[src/hw/rtl/dqks_pkg.sv]
// Package for the deque with key search: field widths, operation and status codes,
// and the sequencer state type. Depends on nothing.
package dqks_pkg;

  localparam int DQKS_DEPTH = 16;
  localparam int FUNC_W     = 3;
  localparam int KEY_W      = 32;
  localparam int STAT_W     = 2;
  localparam int POS_W      = 4;
  localparam int OCC_W      = 5;

  typedef enum logic [FUNC_W-1:0] {
    FN_PUSH_FRONT = 3'd0,
    FN_PUSH_BACK  = 3'd1,
    FN_POP_FRONT  = 3'd2,
    FN_POP_BACK   = 3'd3,
    FN_SEARCH     = 3'd4
  } func_t;

  typedef enum logic [STAT_W-1:0] {
    STAT_OK    = 2'd0,
    STAT_EMPTY = 2'd1,
    STAT_FULL  = 2'd2,
    STAT_MISS  = 2'd3
  } status_t;

  typedef enum logic [1:0] {
    ST_IDLE,
    ST_EXEC,
    ST_POP,
    ST_SCAN
  } state_t;

endpackage

[src/hw/rtl/dqks_ram.sv]
// Key store of the deque: one address per cycle, a write if enabled and a registered read.
// Depends on dqks_pkg for the key width.
module dqks_ram #(
  parameter int DEPTH = dqks_pkg::DQKS_DEPTH,
  parameter int AW    = $clog2(dqks_pkg::DQKS_DEPTH)
) (
  input  logic                              clk,
  input  logic                              we,
  input  logic [AW-1:0]                     addr,
  input  logic signed [dqks_pkg::KEY_W-1:0] wdata,
  output logic signed [dqks_pkg::KEY_W-1:0] rdata
);
  import dqks_pkg::*;

  logic signed [KEY_W-1:0] mem [DEPTH];

  always_ff @(posedge clk) begin
    if (we) begin
      mem[addr] <= wdata;
    end
    rdata <= mem[addr];
  end

endmodule

[src/hw/rtl/deque_with_key_search.sv]
// A bounded double-ended queue of signed 32-bit keys in a circular store of DEPTH
// entries. Pulse start with func and key while busy is low; the transaction is taken
// at that edge and busy rises. The result appears on status, key_out, position and
// occupancy, marked by done for exactly one cycle, and cannot be held off: capture it
// then. Pushes, taken or refused, pops or searches of an empty queue and unused codes
// give done from the execute state; a pop goes through the execute and pop states; a
// search goes on to the scan state, where one comparator walks the store one entry per
// cycle behind its single registered read port until a match or the last of at most
// DEPTH entries. A new transaction may be started in the cycle in which done is high.
// Depends on dqks_pkg and dqks_ram.
module deque_with_key_search #(
  parameter int DEPTH = dqks_pkg::DQKS_DEPTH
) (
  input  logic                               clk,
  input  logic                               rst,
  input  logic                               start,
  input  logic [dqks_pkg::FUNC_W-1:0]        func,
  input  logic signed [dqks_pkg::KEY_W-1:0]  key,
  output logic                               busy,
  output logic                               done,
  output logic [dqks_pkg::STAT_W-1:0]        status,
  output logic signed [dqks_pkg::KEY_W-1:0]  key_out,
  output logic [dqks_pkg::POS_W-1:0]         position,
  output logic [dqks_pkg::OCC_W-1:0]         occupancy
);
  import dqks_pkg::*;

  localparam int AW = $clog2(DEPTH);
  localparam int CW = $clog2(DEPTH + 1);

  state_t state, state_next;
  logic [AW-1:0] head, head_next;
  logic [CW-1:0] count, count_next;
  logic [AW-1:0] idx, idx_next;
  func_t func_q;
  logic signed [KEY_W-1:0] key_q;

  logic [AW-1:0]  offset;
  logic [AW:0]    sum;
  logic [AW:0]    slot;
  logic [AW-1:0]  ram_addr;
  logic           ram_we;
  logic signed [KEY_W-1:0] ram_rdata;

  logic full, empty, match, last;
  logic res_load;
  status_t res_status;
  logic signed [KEY_W-1:0] res_key;
  logic [AW-1:0] res_pos;

  assign busy = (state != ST_IDLE);

  // Shared address unit: head plus an offset, wrapped into the store.
  assign sum      = {1'b0, head} + {1'b0, offset};
  assign slot     = (sum >= (AW+1)'(DEPTH)) ? (sum - (AW+1)'(DEPTH)) : sum;
  assign ram_addr = slot[AW-1:0];

  assign full  = (count == CW'(DEPTH));
  assign empty = (count == '0);
  assign match = (ram_rdata == key_q);
  assign last  = ((CW'(idx) + CW'(1)) == count);

  dqks_ram #(
    .DEPTH (DEPTH),
    .AW    (AW)
  ) u_ram (
    .clk   (clk),
    .we    (ram_we),
    .addr  (ram_addr),
    .wdata (key_q),
    .rdata (ram_rdata)
  );

  always_comb begin
    state_next = state;
    unique case (state)
      ST_IDLE: begin
        if (start) begin
          state_next = ST_EXEC;
        end
      end
      ST_EXEC: begin
        unique case (func_q)
          FN_POP_FRONT, FN_POP_BACK: state_next = empty ? ST_IDLE : ST_POP;
          FN_SEARCH:                 state_next = empty ? ST_IDLE : ST_SCAN;
          default:                   state_next = ST_IDLE;
        endcase
      end
      ST_POP: begin
        state_next = ST_IDLE;
      end
      ST_SCAN: begin
        if (match || last) begin
          state_next = ST_IDLE;
        end
      end
      default: state_next = ST_IDLE;
    endcase
  end

  always_comb begin
    offset     = '0;
    ram_we     = 1'b0;
    head_next  = head;
    count_next = count;
    idx_next   = idx;
    res_load   = 1'b0;
    res_status = STAT_OK;
    res_key    = '0;
    res_pos    = '0;
    unique case (state)
      ST_IDLE: begin
      end
      ST_EXEC: begin
        unique case (func_q)
          FN_PUSH_FRONT: begin
            res_load = 1'b1;
            if (full) begin
              res_status = STAT_FULL;
            end else begin
              offset     = AW'(DEPTH - 1);
              ram_we     = 1'b1;
              head_next  = ram_addr;
              count_next = count + CW'(1);
            end
          end
          FN_PUSH_BACK: begin
            res_load = 1'b1;
            if (full) begin
              res_status = STAT_FULL;
            end else begin
              offset     = count[AW-1:0];
              ram_we     = 1'b1;
              count_next = count + CW'(1);
            end
          end
          FN_POP_FRONT: begin
            if (empty) begin
              res_load   = 1'b1;
              res_status = STAT_EMPTY;
            end
          end
          FN_POP_BACK: begin
            if (empty) begin
              res_load   = 1'b1;
              res_status = STAT_EMPTY;
            end else begin
              offset = AW'(count - CW'(1));
            end
          end
          FN_SEARCH: begin
            idx_next = '0;
            if (empty) begin
              res_load   = 1'b1;
              res_status = STAT_EMPTY;
            end
          end
          default: begin
            res_load = 1'b1;
          end
        endcase
      end
      ST_POP: begin
        res_load   = 1'b1;
        res_key    = ram_rdata;
        count_next = count - CW'(1);
        if (func_q == FN_POP_FRONT) begin
          // The address unit is free this cycle, so it advances the head.
          offset    = AW'(1);
          head_next = ram_addr;
        end
      end
      ST_SCAN: begin
        if (match) begin
          res_load = 1'b1;
          res_pos  = idx;
        end else if (last) begin
          res_load   = 1'b1;
          res_status = STAT_MISS;
        end else begin
          idx_next = idx + AW'(1);
          offset   = idx + AW'(1);
        end
      end
      default: begin
      end
    endcase
  end

  always_ff @(posedge clk) begin
    if (rst) begin
      state <= ST_IDLE;
      head  <= '0;
      count <= '0;
      done  <= 1'b0;
    end else begin
      state <= state_next;
      head  <= head_next;
      count <= count_next;
      done  <= res_load;
    end
  end

  always_ff @(posedge clk) begin
    if (start && !busy) begin
      func_q <= func_t'(func);
      key_q  <= key;
    end
    idx <= idx_next;
    if (res_load) begin
      status    <= res_status;
      key_out   <= res_key;
      position  <= POS_W'(res_pos);
      occupancy <= OCC_W'(count_next);
    end
  end

endmodule

[config.mk]
export PLATFORM = sky130hd
export DESIGN_NAME = deque_with_key_search
export DESIGN_NICKNAME = d
export VERILOG_FILES = /design/src/hw/rtl/dqks_pkg.sv /design/src/hw/rtl/dqks_ram.sv /design/src/hw/rtl/deque_with_key_search.sv
export SDC_FILE = /design/constraint.sdc
export NUM_CORES = 1
export LEC_CHECK = 0
export ABC_AREA = 0
export ABC_CLOCK_PERIOD_IN_PS = 6000
export BUFFER_PORTS_ARGS = -buffer_cell sky130_fd_sc_hd__buf_4
export CAP_MARGIN = 40
export CELL_PAD_IN_SITES_DETAIL_PLACEMENT = 1
export CELL_PAD_IN_SITES_GLOBAL_PLACEMENT = 2
export CORE_AREA = 2 2 267 216
export DETAILED_ROUTE_END_ITERATION = 6
export DIE_AREA = 0 0 269 218
export GPL_TIMING_DRIVEN = 1
export PLACE_DENSITY_LB_ADDON = 0.25
export SLEW_MARGIN = 5
export SYNTH_ARGS = -nofsm -noshare
export SYNTH_HDL_FRONTEND = slang
export SYNTH_HIERARCHICAL = 1
export SYNTH_SLANG_ARGS = --single-unit
export TNS_END_PERCENT = 100
[constraint.sdc]
create_clock -name clk -period 6 [get_ports clk]
set_input_delay 1.2 -clock clk [delete_from_list [all_inputs] [get_ports clk]]
set_output_delay 1.2 -clock clk [all_outputs]
set_load 0.05 [all_outputs]
[Word-level counts from Yosys, hierarchy flattened]
Memory sizes are Yosys's and may differ from the RTL's. A register that Yosys moved wholly into a read port is not among the register bits.
Cells that the tools add are included.
Storage, ports and cells
  bits in writable memories: 512
  flip-flop bits (word level): 94
  input bits: 38
  output and inout port bits: 45
  memories kept: 1
Memory list
  u_ram.mem: words 16, bits a word 32, read ports 1, clocked after memory_dff 1, write ports 1, RTL line dqks_ram.sv:15  | logic signed [KEY_W-1:0] mem [DEPTH];
Operators by class
  $lt $le $gt $ge: 1
  eq/ne operators: 18
  add/sub/neg operators: 6
  mux-type cells: 42
  reduce and logical (&&, ||, !) cells: 16
Operator list (count)
  $mux W4: 12
  $eq A32 B32 Y1: 1
  $pmux W4 S3: 2
  $pmux W4 S2: 2
  $mux W2: 7
  $ne A2 B2 Y1 const B: 7
  $pmux W2 S2: 3
  $mux W1: 11
  $mux W5: 2
  $pmux W5 S2: 1
  $pmux W2 S4: 1
  $reduce_and A4 Y1: 2
  $eq A3 B2 Y1 const B: 2
  $reduce_bool A2 Y1: 3
  $add A4 B1 Y5 const B: 1
  $add A4 B4 Y5: 1
  $add A5 B1 Y5 const B: 1
  $eq A5 B5 Y1: 1
  $eq A5 B5 Y1 const B: 1
  $ge A5 B5 Y1 const B: 1
  $logic_not A5 Y1: 1
  $sub A5 B1 Y5 const B: 1
  $add A4 B1 Y4 const B: 1
  $eq A2 B2 Y1 const B: 2
  other kinds (14): 16

[Depth between registers and ports, before layout]
Gate-level depths: netlist of run 1.
  depth after elaboration: 11
  depth in mapped cells: 19
  mapped depth without buffers: 16

[Modules after synthesis]
The synthesis of run 1 kept the hierarchy.
By module, submodules not included
  dqks_ram: instances 1, sequential area each 16015.4 um^2, cells an instance 840, area an instance 19862.8 um^2
  deque_with_key_search: instances 1, sequential area each 2702.6 um^2, cells an instance 358, area an instance 4569.4 um^2

[Worst setup path before layout of run 1]
Ideal clock, no wire load.
  path kind: flip-flop to flip-flop
  start point: reg count[0]
  end point: mem u_ram.mem[0][0] (enable)
  library setup time: 0.461 ns
  arrival: 5.457 ns
  cell stages (with the launch flop): 16
  path slack: 0.082 ns
  clock period less this slack: 5.918 ns
  cells stage by stage: dfxtp_1 > inv_2 > ha_1 > or4b_4 > buf_6 > and3_4 > a22o_1 > a32oi_1 > a21oi_1 > ha_1 > a21o_1 > a21oi_1 > xnor2_1 > xnor2_1 > or3b_2 > nor3_1
Between the ends
  cells in the longest elaborated chain, start to end: 7
Ends and longest elaborated chain
  start: declaration: RTL line deque_with_key_search.sv:33  | logic [CW-1:0] count, count_next;
  start signal: assignment: RTL line deque_with_key_search.sv:199  | count <= count_next;
  $sub A5 B1 Y5 (tied with other cells)
  $mux W4 (on tied branches)
  $pmux W4 S3 / $mux W4 (equally long branches): RTL line deque_with_key_search.sv:115, deque_with_key_search.sv:174
  $pmux W4 S3: RTL line deque_with_key_search.sv:111  | unique case (state)
  $add A4 B4 Y5: RTL line deque_with_key_search.sv:54  | assign sum = {1'b0, head} + {1'b0, offset};
  $sub A4 B1 Y4 / $ge A5 B5 Y1 (equally long branches): RTL line deque_with_key_search.sv:55  | assign slot = (sum >= (AW+1)'(DEPTH)) ? (sum - (AW+1)'(DEPTH)) : sum;
  $mux W4: RTL line deque_with_key_search.sv:55
  end: declaration: RTL line dqks_ram.sv:15
Parallel ways exist; a longest one is shown, timed or not.

[Final worst setup path of run 1]
  start point: reg key_q[24]
  end point: mem u_ram.mem[11][8] (enable)
Between the ends
  cells in the longest elaborated chain, start to end: 6
Ends and longest elaborated chain
  start: declaration: RTL line deque_with_key_search.sv:36  | logic signed [KEY_W-1:0] key_q;
  start signal: assignment: RTL line deque_with_key_search.sv:207  | key_q <= key;
  $eq A32 B32 Y1 (*): RTL line deque_with_key_search.sv:60  | assign match = (ram_rdata == key_q);
  $mux W4 (*): RTL line deque_with_key_search.sv:174  | if (match) begin
  $pmux W4 S3 (*): RTL line deque_with_key_search.sv:111
  $add A4 B4 Y5 (*): RTL line deque_with_key_search.sv:54
  $sub A4 B1 Y4 / $ge A5 B5 Y1 (equally long branches): RTL line deque_with_key_search.sv:55
  $mux W4 (*): RTL line deque_with_key_search.sv:55
Mark *: on every way between the ends. The rest lies on a longest branch, timed or not.

==> qor.txt, run 1 <==
synth-to-layout area growth: 16.61%
number of synthesized flops with an enable pin: 594
WP buf/inv: 1
Post-Syn Area: 0.02443 sq mm
Overflow after GRT: 0
Total Routing Usage GR: 0.2095
Synth cell types: 63
dpl cells: 2034
flops & latches, synth: 638
RSZ-0062 raised after global routing: false
CTS max path bufs: 3
final hold vios: 0
DRT Wirelength: 59200 um
max frequency: 188.7 MHz
clk sinks: 638
final core occ: 0.5077
status: finished clean
syn nets: 1249
nets@finish: 1393
clock tree from TritonCTS: yes
routed length per instance: 27.47 um
1st-pass router iterations: 5
Clk Latency, worst-skew pair: 610 ps
total negative slack: 0 ps
maximum VDD drop: 0.2128 mV
Post-CTS Hold Buffers: 0
HPWL Detailed: 35340 um
CP max stage delay: 690 ps
Die Ht: 218 um
Total Power: 9.614 mW
vias per cell: 5.578
Tcrit/Tclk final: 0.8831
Num CTS Buffers: 66
Synth Area per Inst: 20.39 sq um
largest net degree at the start of global routing: 102
CP arrival: 5600 ps
Mapped Cells: 1198
Yosys top cell by area: edfxtp_1
total number of vias: 12020
synth top area cells: edfxtp_1 73%, mux4_2 12%, dfxtp_1 3.6%
first-pass GRT wire length: 87250 um
Worst Setup Path Type: flop to flop
leak pwr: 9.132 nW
1st-iter DRT viols: 1163
initial core utilization: 0.4354
share of flip-flops with an asynchronous set or reset: 0
filler cell count: 5038
IO Pins: 83
# resized after CTS: 0
Final Cell Area: 0.02849 sq mm
post-synthesis sequential area ratio: 0.7661
endpoints failing setup: 0
Hold WS: 503.8 ps
Worst Hold Class: flop to flop
Crit path required time: 6310 ps
clk root buf: clkbuf_16
Horiz. Die Dim: 269 um
Max Cap Viol: 0
Worst Skew: 19.79 ps
Pwr Density: 337.4 mW/mm^2
worst-margin pin slew: 824.1 ps
H-tree lvl count: 3
Routability Congestion: 0.7563
Post-DP Area: 0.02638 sq mm
Slew Viols, Final: 0
drc violations: 0
CP endpoint kind: flop
Yosys warnings: 6
Slew HR: 0.4467
ys flop type: edfxtp_1
Worst setup SP type: flop
Routed Antenna Nets: 0
core area: 0.05612 sq mm
worst slack at placement: 689.4 ps
largest delay contributor family on the critical path: simple AND/OR/NAND/NOR gates
vias in the first global route: 12696
# port buffers: 82
fin crit period: 5298 ps
crit path max fanout: 17
worst-path cell chain: xnor2_1, nand4_1, nor4_4, a21oi_4, a32oi_1, a21oi_1, ha_4, a21o_1, a21oi_1, xnor2_1, xnor2_1, nand3b_1, nor2_4, buf_4
most frequent CP cell: xnor2_1
Cell Rows: 78
Setup WS post-layout: 701.7 ps
Worst-path clk slew: 60 ps
# Post-CTS Setup Buffers: 0
Slowest-stage cell, CP: xnor2_1
Finished Layout Cells: 2155
initial antenna violation count: 1
DIE AREA: 0.05864 sq mm
Yosys top cell area share: 0.7301
share of cells above drive strength 1: 0.2905
==> cells by family (layout without fill, tap and decap cells) <==
logic type | count (synthesis) | count (layout) | share of synthesized area
AO/OA/AOI/OAI | 111 | 111 | 0.03370
XOR/XNOR | 45 | 45 | 0.01669
adder cells (fa/ha/maj) | 13 | 13 | 0.006965
buffers and inverters | 76 | 272 | 0.01629
flip-flops | 638 | 638 | 0.7661
multiplexers | 132 | 132 | 0.1197
other | 0 | 1 | 0
AND/OR/NAND/NOR | 183 | 183 | 0.04056
==> final timing paths <==
kind                                          start                     endpoint  slack [ps]  depth (start not counted)
worst max-delay path            key_q[24]$_DFFE_PP_   u_ram/mem[11][8]$_DFFE_PP_         700                         14
worst min-delay path            key_q[25]$_DFFE_PP_  u_ram/mem[10][25]$_DFFE_PP_         500                          0
worst max register to register  key_q[24]$_DFFE_PP_   u_ram/mem[11][8]$_DFFE_PP_         700                         14
worst min register to register  key_q[25]$_DFFE_PP_  u_ram/mem[10][25]$_DFFE_PP_         500                          0
==> cell usage in the layout (no fill, tap or decap), types with 11 or more instances in the layout <==
cell type,Yosys,final
mux4_2,128,128
a22oi_1,65,65
clkinv_2,0,13
xnor2_1,40,40
buf_4,2,129
edfxtp_1,594,594
nor2_1,29,16
and2_1,36,34
clkbuf_1,39,17
clkbuf_16,0,67
nand2_1,49,49
dfxtp_1,44,44
buf_12,0,11
nor2_4,0,13
==> synth_stat cells (2+ instances only) <==
cell type and count:
o21ai_1 4, a22o_1 2, nand2b_1 6, o21ai_0 2, inv_1 10, a21o_1 5
nand3b_1 5, nor3_1 9, and3_1 7, inv_2 2, edfxtp_1 594, a211oi_1 2
mux2i_1 3, buf_2 11, xor2_1 4, nor2_1 29, a32o_1 2, clkbuf_1 39
a32oi_1 2, nand2_1 49, buf_4 2, a21oi_1 11, a211o_1 3, buf_6 9
and2b_2 2, nand3_1 8, ha_1 12, mux4_2 128, nand4_1 9, xnor2_1 40
a31oi_1 2, a22oi_1 65, nor2b_1 12, and2_1 36, dfxtp_1 44
==> sequential cells by signal (all words and copies together), names as in the netlist <==
signal	cells
u_ram/rdata	32
head	4
count	5
status	2
occupancy	5
func_q	3
done	1
idx	4
u_ram/mem	512
state	2
key_out	32
key_q	32
position	4
==> final cells by class <==
cell class,instances,area [sq um],share of cell area
Antenna cell,1,2.502,0.00008783
Clock buffer,89,1809,0.06350
Clock inverter,31,296.5,0.01041
Inverter,12,47.55,0.001669
Multi-Input combinational cell,484,5478,0.1923
Sequential cell,638,18720,0.6570
Tap cell,760,950.9,0.03338
Timing Repair Buffer,140,1189,0.04172
==> per-layer routing <==
| layer | wire [um] | track usage | vias to the layer above |
|---|---|---|---|
| met4 | 1014 | 0.04944 | 0 |
| met5 | 0 | 0 | - |
| met2 | 27900 | 0.3237 | 342 |
| met1 | 26840 | 0.3029 | 6443 |
| met3 | 3449 | 0.04957 | 70 |
| li1 | - | - | 5165 |
==> power breakdown <==
group	total (mW)	internal, mW	switching (mW)	leakage (nW)
logic	0.519	0.182	0.337	2.36
clock network	4.02	2.31	1.71	1.04
registers	5.08	4.98	0.0940	5.73
Note: power is estimated with default switching activity, not from simulation.
==> run 2, diff against run 1 <==
--- a/config.mk
+++ b/config.mk
@@ -11,11 +11,12 @@
 export CAP_MARGIN = 40
 export CELL_PAD_IN_SITES_DETAIL_PLACEMENT = 1
 export CELL_PAD_IN_SITES_GLOBAL_PLACEMENT = 2
-export CORE_AREA = 2 2 267 216
+export CORE_AREA = 2 2 219 264
 export DETAILED_ROUTE_END_ITERATION = 6
-export DIE_AREA = 0 0 269 218
+export DIE_AREA = 0 0 221 266
 export GPL_TIMING_DRIVEN = 1
 export PLACE_DENSITY_LB_ADDON = 0.25
+export RECOVER_POWER = 100
 export SLEW_MARGIN = 5
 export SYNTH_ARGS = -nofsm -noshare
 export SYNTH_HDL_FRONTEND = slang
==> run 2 against run 1 <==
Against the previous run:
- the flow now finishes with violations (max-capacitance violations, max-slew violations)
- final cell count is 1.5% lower
- critical path depth increased by 2
- final area decreased by 1.3%
- register-to-register slack got worse by 110 ps
- critical path type unchanged
==> qor.txt, run 2 (same netlist as run 1, synthesis figures left out) <==
largest net degree at the start of global routing: 103 (+0.98%)
Routability Congestion: 0.7395 (-2.2%)
drc violations: 0 (unchanged)
Routed Antenna Nets: 0 (unchanged)
Final Cell Area: 0.02811 sq mm (-1.3%)
leak pwr: 8.814 nW (-3.5%)
Worst Hold Class: flop to flop
clock tree from TritonCTS: yes
Cell Rows: 96 (+23%)
Slew HR: -0.7398 (-1.186)
vias in the first global route: 12877 (+1.4%)
HPWL Detailed: 35180 um (-0.46%)
Total Power: 9.702 mW (+0.92%)
initial core utilization: 0.4319 (-0.003524)
Slew Viols, Final: 67 (+67)
leading cell types in the layout, fill and taps excluded: 594 x edfxtp_1, 128 x mux4_2, 82 x clkbuf_1
failing checks: max-capacitance violations, max-slew violations
Max Cap Viol: 2 (+2)
filler cell count: 5084 (+0.91%)
Worst Setup Path Type: flop to flop
# resized after CTS: 0 (unchanged)
synth-to-layout area growth: 15.05%
core area: 0.05657 sq mm (+0.82%)
Die Ht: 266 um (+22%)
commonest non-fill, non-tap cell in the layout: edfxtp_1
DIE AREA: 0.05879 sq mm (+0.25%)
Total Routing Usage GR: 0.2038 (-0.005776)
WP buf/inv: 3 (+2)
status: finished with violations
Crit path required time: 6220 ps (-90 ps)
Worst-path clk slew: 60 ps (about the same)
nets@finish: 1385 (-0.57%)
Pwr Density: 345.2 mW/mm^2 (+2.3%)
largest delay contributor family on the critical path: simple AND/OR/NAND/NOR gates
maximum VDD drop: 0.2457 mV (+15%)
CP max stage delay: 550 ps (-140 ps)
RSZ-0062 raised after global routing: false
# port buffers: 82 (unchanged)
endpoints failing setup: 0 (unchanged)
CTS max path bufs: 3 (unchanged)
initial antenna violation count: 1 (unchanged)
routed length per instance: 27.43 um (-0.14%)
Worst setup SP type: flop
share of cells above drive strength 1: 0.2343 (-0.05621)
Num CTS Buffers: 66 (unchanged)
1st-pass router iterations: 6 (+1)
Hold WS: 521.0 ps (+17.22 ps)
H-tree lvl count: 3 (unchanged)
clk sinks: 638 (unchanged)
Clk Latency, worst-skew pair: 610 ps (about the same)
total number of vias: 11881 (-1.2%)
crit path max fanout: 17 (unchanged)
Slowest-stage cell, CP: xnor2_1
DRT Wirelength: 58240 um (-1.6%)
Post-DP Area: 0.02629 sq mm (-0.35%)
Horiz. Die Dim: 221 um (-18%)
max reg flops: 512 (unchanged)
Tcrit/Tclk final: 0.9016 (+0.01855)
vias per cell: 5.596 (+0.33%)
worst-margin pin slew: 2610 ps (+1786 ps)
CP arrival: 5630 ps (+30 ps)
first-pass GRT wire length: 87020 um (-0.27%)
1st-iter DRT viols: 931 (-20%)
Worst Skew: 24.36 ps (+4.572 ps)
final hold vios: 0 (unchanged)
Overflow after GRT: 0 (unchanged)
most frequent CP cell: xnor2_1
fin crit period: 5410 ps (+111.3 ps)
clk root buf: clkbuf_16
total negative slack: 0 ps (unchanged)
Post-CTS Hold Buffers: 0 (unchanged)
max frequency: 184.9 MHz (-2.1%)
IO Pins: 83 (unchanged)
largest register by flop count: u_ram/mem
CP endpoint kind: flop
# Post-CTS Setup Buffers: 0 (unchanged)
worst-path cell chain: clkbuf_1, xnor2_1, nand4_1, nor4_4, a21oi_4, a32oi_1, a21oi_1, ha_4, a21o_1, a21oi_1, xnor2_1, xnor2_1, buf_4, or3b_2, nor3_1, clkbuf_1
-- run 2: layout make-up --
class,count,area [sq um],area share
antenna,1,2.502,0.00008903
clock inverter,36,440.4,0.01567
timing repair buffer,132,792.0,0.02818
inverter,12,47.55,0.001692
sequential,638,18720,0.6659
tap,735,919.6,0.03272
multi-input combinational,484,5435,0.1934
clock buffer,85,1753,0.06236
-- run 2: through the flow --
step                      setup WS, ps  std cells  utilization
after floorplan                  82.30       1198            -
after global placement           721.7       1999       0.4645
after detailed placement         765.5       2001       0.4647
after CTS                        712.2       2122       0.5035
after global routing             213.0       2122       0.4968
final                            590.3       2123       0.4968
-- run 2: where the power goes --
part / total, mW / switching, mW / internal (mW)
clock network: 4.14 / 1.70 / 2.44
logic: 0.470 / 0.320 / 0.150
registers: 5.09 / 0.105 / 4.98
-- run 2: final timing paths --
check	to	startpoint	cells after the start	slack (ps)
worst min register to register	head[2]$_SDFFE_PP0P_	head[2]$_SDFFE_PP0P_	2	520
worst max register to register	u_ram/mem[0][6]$_DFFE_PP_	key_q[24]$_DFFE_PP_	16	590
worst min-delay path	head[2]$_SDFFE_PP0P_	head[2]$_SDFFE_PP0P_	2	520
worst max-delay path	u_ram/mem[0][6]$_DFFE_PP_	key_q[24]$_DFFE_PP_	16	590
-- run 2: per-layer routing --
| metal | up-vias | wire, um | GRT usage |
|---|---|---|---|
| met5 | - | 0 | 0 |
| met4 | 0 | 1618 | 0.07237 |
| met3 | 92 | 2731 | 0.03308 |
| met2 | 294 | 30450 | 0.3530 |
| met1 | 6343 | 23440 | 0.2609 |
| li1 | 5152 | - | - |
-- run 2: worst reg2reg max path, stage by stage, from the launching register on --
cell      delay [ps]
edfxtp_1         370
clkbuf_1         320
xnor2_1          550
nand4_1          280
nor4_4           440
a21oi_4          150
a32oi_1          250
a21oi_1          130
ha_4             190
a21o_1           170
a21oi_1          250
xnor2_1          200
xnor2_1          180
buf_4            200
or3b_2           550
nor3_1           270
clkbuf_1         520
==> run 3, diff against run 2 <==
--- a/config.mk
+++ b/config.mk
@@ -11,15 +11,14 @@
 export CAP_MARGIN = 40
 export CELL_PAD_IN_SITES_DETAIL_PLACEMENT = 1
 export CELL_PAD_IN_SITES_GLOBAL_PLACEMENT = 2
-export CORE_AREA = 2 2 219 264
+export CORE_AREA = 2 2 229 254
 export DETAILED_ROUTE_END_ITERATION = 6
-export DIE_AREA = 0 0 221 266
+export DIE_AREA = 0 0 231 256
 export GPL_TIMING_DRIVEN = 1
 export PLACE_DENSITY_LB_ADDON = 0.25
 export RECOVER_POWER = 100
 export SLEW_MARGIN = 5
 export SYNTH_ARGS = -nofsm -noshare
 export SYNTH_HDL_FRONTEND = slang
-export SYNTH_HIERARCHICAL = 1
 export SYNTH_SLANG_ARGS = --single-unit
 export TNS_END_PERCENT = 100
==> run 3 against run 2 <==
Against the previous run:
- the run still ends with max-capacitance violations, max-slew violations left
- largest power group unchanged
- register-to-register slack worse by 140 ps
- utilization increased by 0.42 points
- wire length decreased by 1.2%
- global-route usage down 0.34 points
==> qor.txt, run 3 <==
Crit path required time: 6440 ps (+220 ps)
total number of vias: 11908 (+0.23%)
XOR/XNOR Fraction of Synth Area: 0.01474 (-0.001955)
# resized after CTS: 0 (unchanged)
Synth cell types: 63 (unchanged)
max reg flops: 512 (unchanged)
status: finished with violations
largest register by flop count: u_ram.mem
number of synthesized flops with an enable pin: 594 (unchanged)
drc violations: 0 (unchanged)
wl on met1: 24960 um (+6.5%)
filler cell count: 5119 (+0.69%)
Num CTS Buffers: 67 (+1.5%)
CP max stage delay: 1050 ps (+500 ps)
Critical R2R Launch: key_q[13]$_DFFE_PP_
crit path max fanout: 44 (+27)
Die Ht: 256 um (-3.8%)
Tcrit/Tclk final: 0.9247 (+0.02308)
synth-to-layout area growth: 14.87%
Worst Skew: 25.86 ps (+1.500 ps)
post-synthesis mux area share: 0.1578 (+0.03815)
leak pwr: 9.002 nW (+2.1%)
DIE AREA: 0.05914 sq mm (+0.60%)
fin crit period: 5548 ps (+138.5 ps)
1st-iter DRT viols: 990 (+6.3%)
largest delay contributor family on the critical path: buffers and inverters
flops & latches, synth: 638 (unchanged)
top sig layer: met5
Slowest-stage cell, CP: clkbuf_1
RSZ-0062 raised after global routing: false
Detail Route met3 WL: 2608 um (-4.5%)
Post-Syn Area: 0.02470 sq mm (+1.1%)
DRT Wirelength: 57520 um (-1.2%)
largest net degree at the start of global routing: 70 (-32%)
Worst Hold Class: flop to flop
Inserted Diodes: 0 (-1)
post-synthesis sequential area ratio: 0.7577 (-0.008382)
clock group share of total power: 0.435 (+0.008)
clock tree from TritonCTS: yes
clk root buf: clkbuf_16
total negative slack: 0 ps (unchanged)
CP endpoint kind: flop
Final Cell Area: 0.02837 sq mm (+0.95%)
leading cell types in the layout, fill and taps excluded: 594 x edfxtp_1, 128 x mux4_2, 100 x mux2i_1
R2R depth: 15 (-1)
Overflow after GRT: 0 (unchanged)
Routed Antenna Nets: 0 (unchanged)
share of flip-flops with an asynchronous set or reset: 0 (unchanged)
endpoints failing setup: 0 (unchanged)
Reg-to-Reg End: u_ram.rdata[22]$_DFF_P_
Post-DP Area: 0.02668 sq mm (+1.5%)
WP buf/inv: 4 (+1)
crit path capture: u_ram.rdata[22]$_DFF_P_
syn nets: 1228 (-1.7%)
Yosys top cell area share: 0.7221 (-0.007987)
Commonest cells post-synth: 594 x edfxtp_1, 128 x mux4_2, 100 x mux2i_1, 44 x dfxtp_1
synth top area cells: edfxtp_1 72%, mux4_2 12%, mux2i_1 4.1%
worst-margin pin slew: 3481 ps (+871.2 ps)
failing checks: max-capacitance violations, max-slew violations
Psw: 1.973 mW (-7.4%)
Yosys warnings: 0 (-6)
Max Cap Viol: 3 (+1)
commonest non-fill, non-tap cell in the layout: edfxtp_1
Slew Viols, Final: 88 (+31%)
Comb power frac: 0.031 (-0.017)
Clk Latency, worst-skew pair: 600 ps (about the same)
compound-cell area share of the yosys netlist: 0.01464 (-0.01906)
# port buffers: 82 (unchanged)
largest family of logic cells by synthesized area: multiplexers
CTS max path bufs: 3 (unchanged)
final core occ: 0.5010 (+0.004179)
H-tree lvl count: 3 (unchanged)
Seq pwr share: 0.534 (+0.009)
CP arrival: 5990 ps (+360 ps)
internal power: 7.432 mW (-1.8%)
Worst-path clk slew: 60 ps (about the same)
share of cells above drive strength 1: 0.2291 (-0.005212)
# Post-CTS Setup Buffers: 0 (unchanged)
initial antenna violation count: 4 (+3)
ys flop type: edfxtp_1
Horiz. Die Dim: 231 um (+4.5%)
1st-pass router iterations: 4 (-2)
vias in the first global route: 12826 (-0.40%)
count leader, synth: edfxtp_1
routed length per instance: 26.88 um (-2.0%)
Worst Setup Path Type: flop to flop
Worst setup SP type: flop
Synth Area per Inst: 20.99 sq um (+2.9%)
metal2 WL: 28450 um (-6.6%)
Mapped Cells: 1177 (-1.8%)
Pwr Density: 331.4 mW/mm^2 (-4.0%)
cell depth of the worst setup path: 15 (-1)
Total Routing Usage GR: 0.2003 (-0.003419)
first-pass GRT wire length: 86130 um (-1.0%)
max frequency: 180.2 MHz (-2.5%)
core area: 0.05663 sq mm (+0.11%)
nets@finish: 1386 (+0.072%)
final hold vios: 0 (unchanged)
Post-CTS Hold Buffers: 0 (unchanged)
IO Pins: 83 (unchanged)
Slew HR: -1.321 (-0.5808)
Cell Rows: 92 (-4.2%)
clk sinks: 638 (unchanged)
Yosys top cell by area: edfxtp_1
Net Sw Frac: 0.2097 (-0.009787)
Reg2Reg Setup Slack: 450 ps (-140 ps)
maximum VDD drop: 0.2126 mV (-13%)
initial core utilization: 0.4362 (+0.004314)
post-synthesis simple-gate area fraction: 0.03454 (-0.006015)
Post-Synth Adder-Cell Area: 0.006889 (-0.00007620)
vias per cell: 5.564 (-0.57%)
Routability Congestion: 0.7392 (about the same)
worst-path cell chain: clkbuf_1, xor2_1, nor4_1, nand4_1, o21ai_1, buf_4, or3_1, a21oi_1, ha_4, fa_4, clkbuf_1, buf_16, mux4_2, mux2i_1, mux2i_1
HPWL Detailed: 34530 um (-1.8%)
crit path launch: key_q[13]$_DFFE_PP_
[run 3: cell types whose count changed after synthesis, moves of 15 or more]
cell     previous run  this run
mux2i_1             3       100
xnor2_1            40         4
nor4_1              0        16
a22oi_1            65         1
xor2_1              4        35
nor2_1             29        14
nand2_1            49        12
[run 3: worst reg2reg max path, cell delays in order, from the launching register on]
cell      delay (ps)
edfxtp_1         320
clkbuf_1         630
xor2_1           250
nor4_1           300
nand4_1          150
o21ai_1          180
buf_4            170
or3_1            110
a21oi_1          100
ha_4             200
fa_4             860
clkbuf_1        1050
buf_16           360
mux4_2           410
mux2i_1          210
mux2i_1          110
[run 3: worst min path at each step]
stage	startpoint	endpoint	cells after the start
after global placement	head[2]$_SDFFE_PP0P_	head[2]$_SDFFE_PP0P_	2
after detailed placement	head[2]$_SDFFE_PP0P_	head[2]$_SDFFE_PP0P_	2
after global routing	head[2]$_SDFFE_PP0P_	head[2]$_SDFFE_PP0P_	2
after floorplan	head[0]$_SDFFE_PP0P_	head[0]$_SDFFE_PP0P_	2
after CTS	head[2]$_SDFFE_PP0P_	head[2]$_SDFFE_PP0P_	2
final	head[2]$_SDFFE_PP0P_	head[2]$_SDFFE_PP0P_	2
[run 3: cell families after synthesis]
group	Yosys count
AOI/OAI and AO/OA	52
muxes	229
buffers and inverters	68
DFF	638
and+or+nand+nor	137
xor gates and xnor gates	40
adders and majority gates	13
[run 3: stage by stage]
step	hold WS, ps	instances	power [mW]	setup slack, ps
2_1_floorplan	467.2	1177	5.272	-964.7
3_3_place_gp	503.0	2016	5.426	747.7
3_5_place_dp	508.8	2017	5.436	501.7
4_1_cts	517.8	2139	9.533	458.3
5_1_grt	539.5	2140	9.695	46.21
6_report	512.2	2140	9.405	451.8
[run 3: area by class of cell]
class | instances | area [sq um] | area share
Inverter | 14 | 52.55 | 0.001852
Tap cell | 752 | 940.9 | 0.03316
Clock inverter | 34 | 329.1 | 0.01160
Clock buffer | 88 | 1848 | 0.06513
Sequential cell | 638 | 18720 | 0.6597
Multi-Input combinational cell | 471 | 5675 | 0.2000
Timing Repair Buffer | 143 | 810.8 | 0.02857
[run 3: layer usage]
layer | up-vias | track usage
met1 | 6404 | 0.2733
met5 | - | 0
met2 | 278 | 0.3272
li1 | 5139 | -
met3 | 85 | 0.03164
met4 | 2 | 0.07294
[run 3: power groups by stage]
stage	registers, mW	logic, mW	clock network, mW
final	5.03	0.289	4.09
after global routing	5.04	0.312	4.35
after CTS	5.02	0.318	4.19
after detailed placement	5.12	0.317	0
after global placement	5.11	0.312	0
after floorplan	5.12	0.148	0
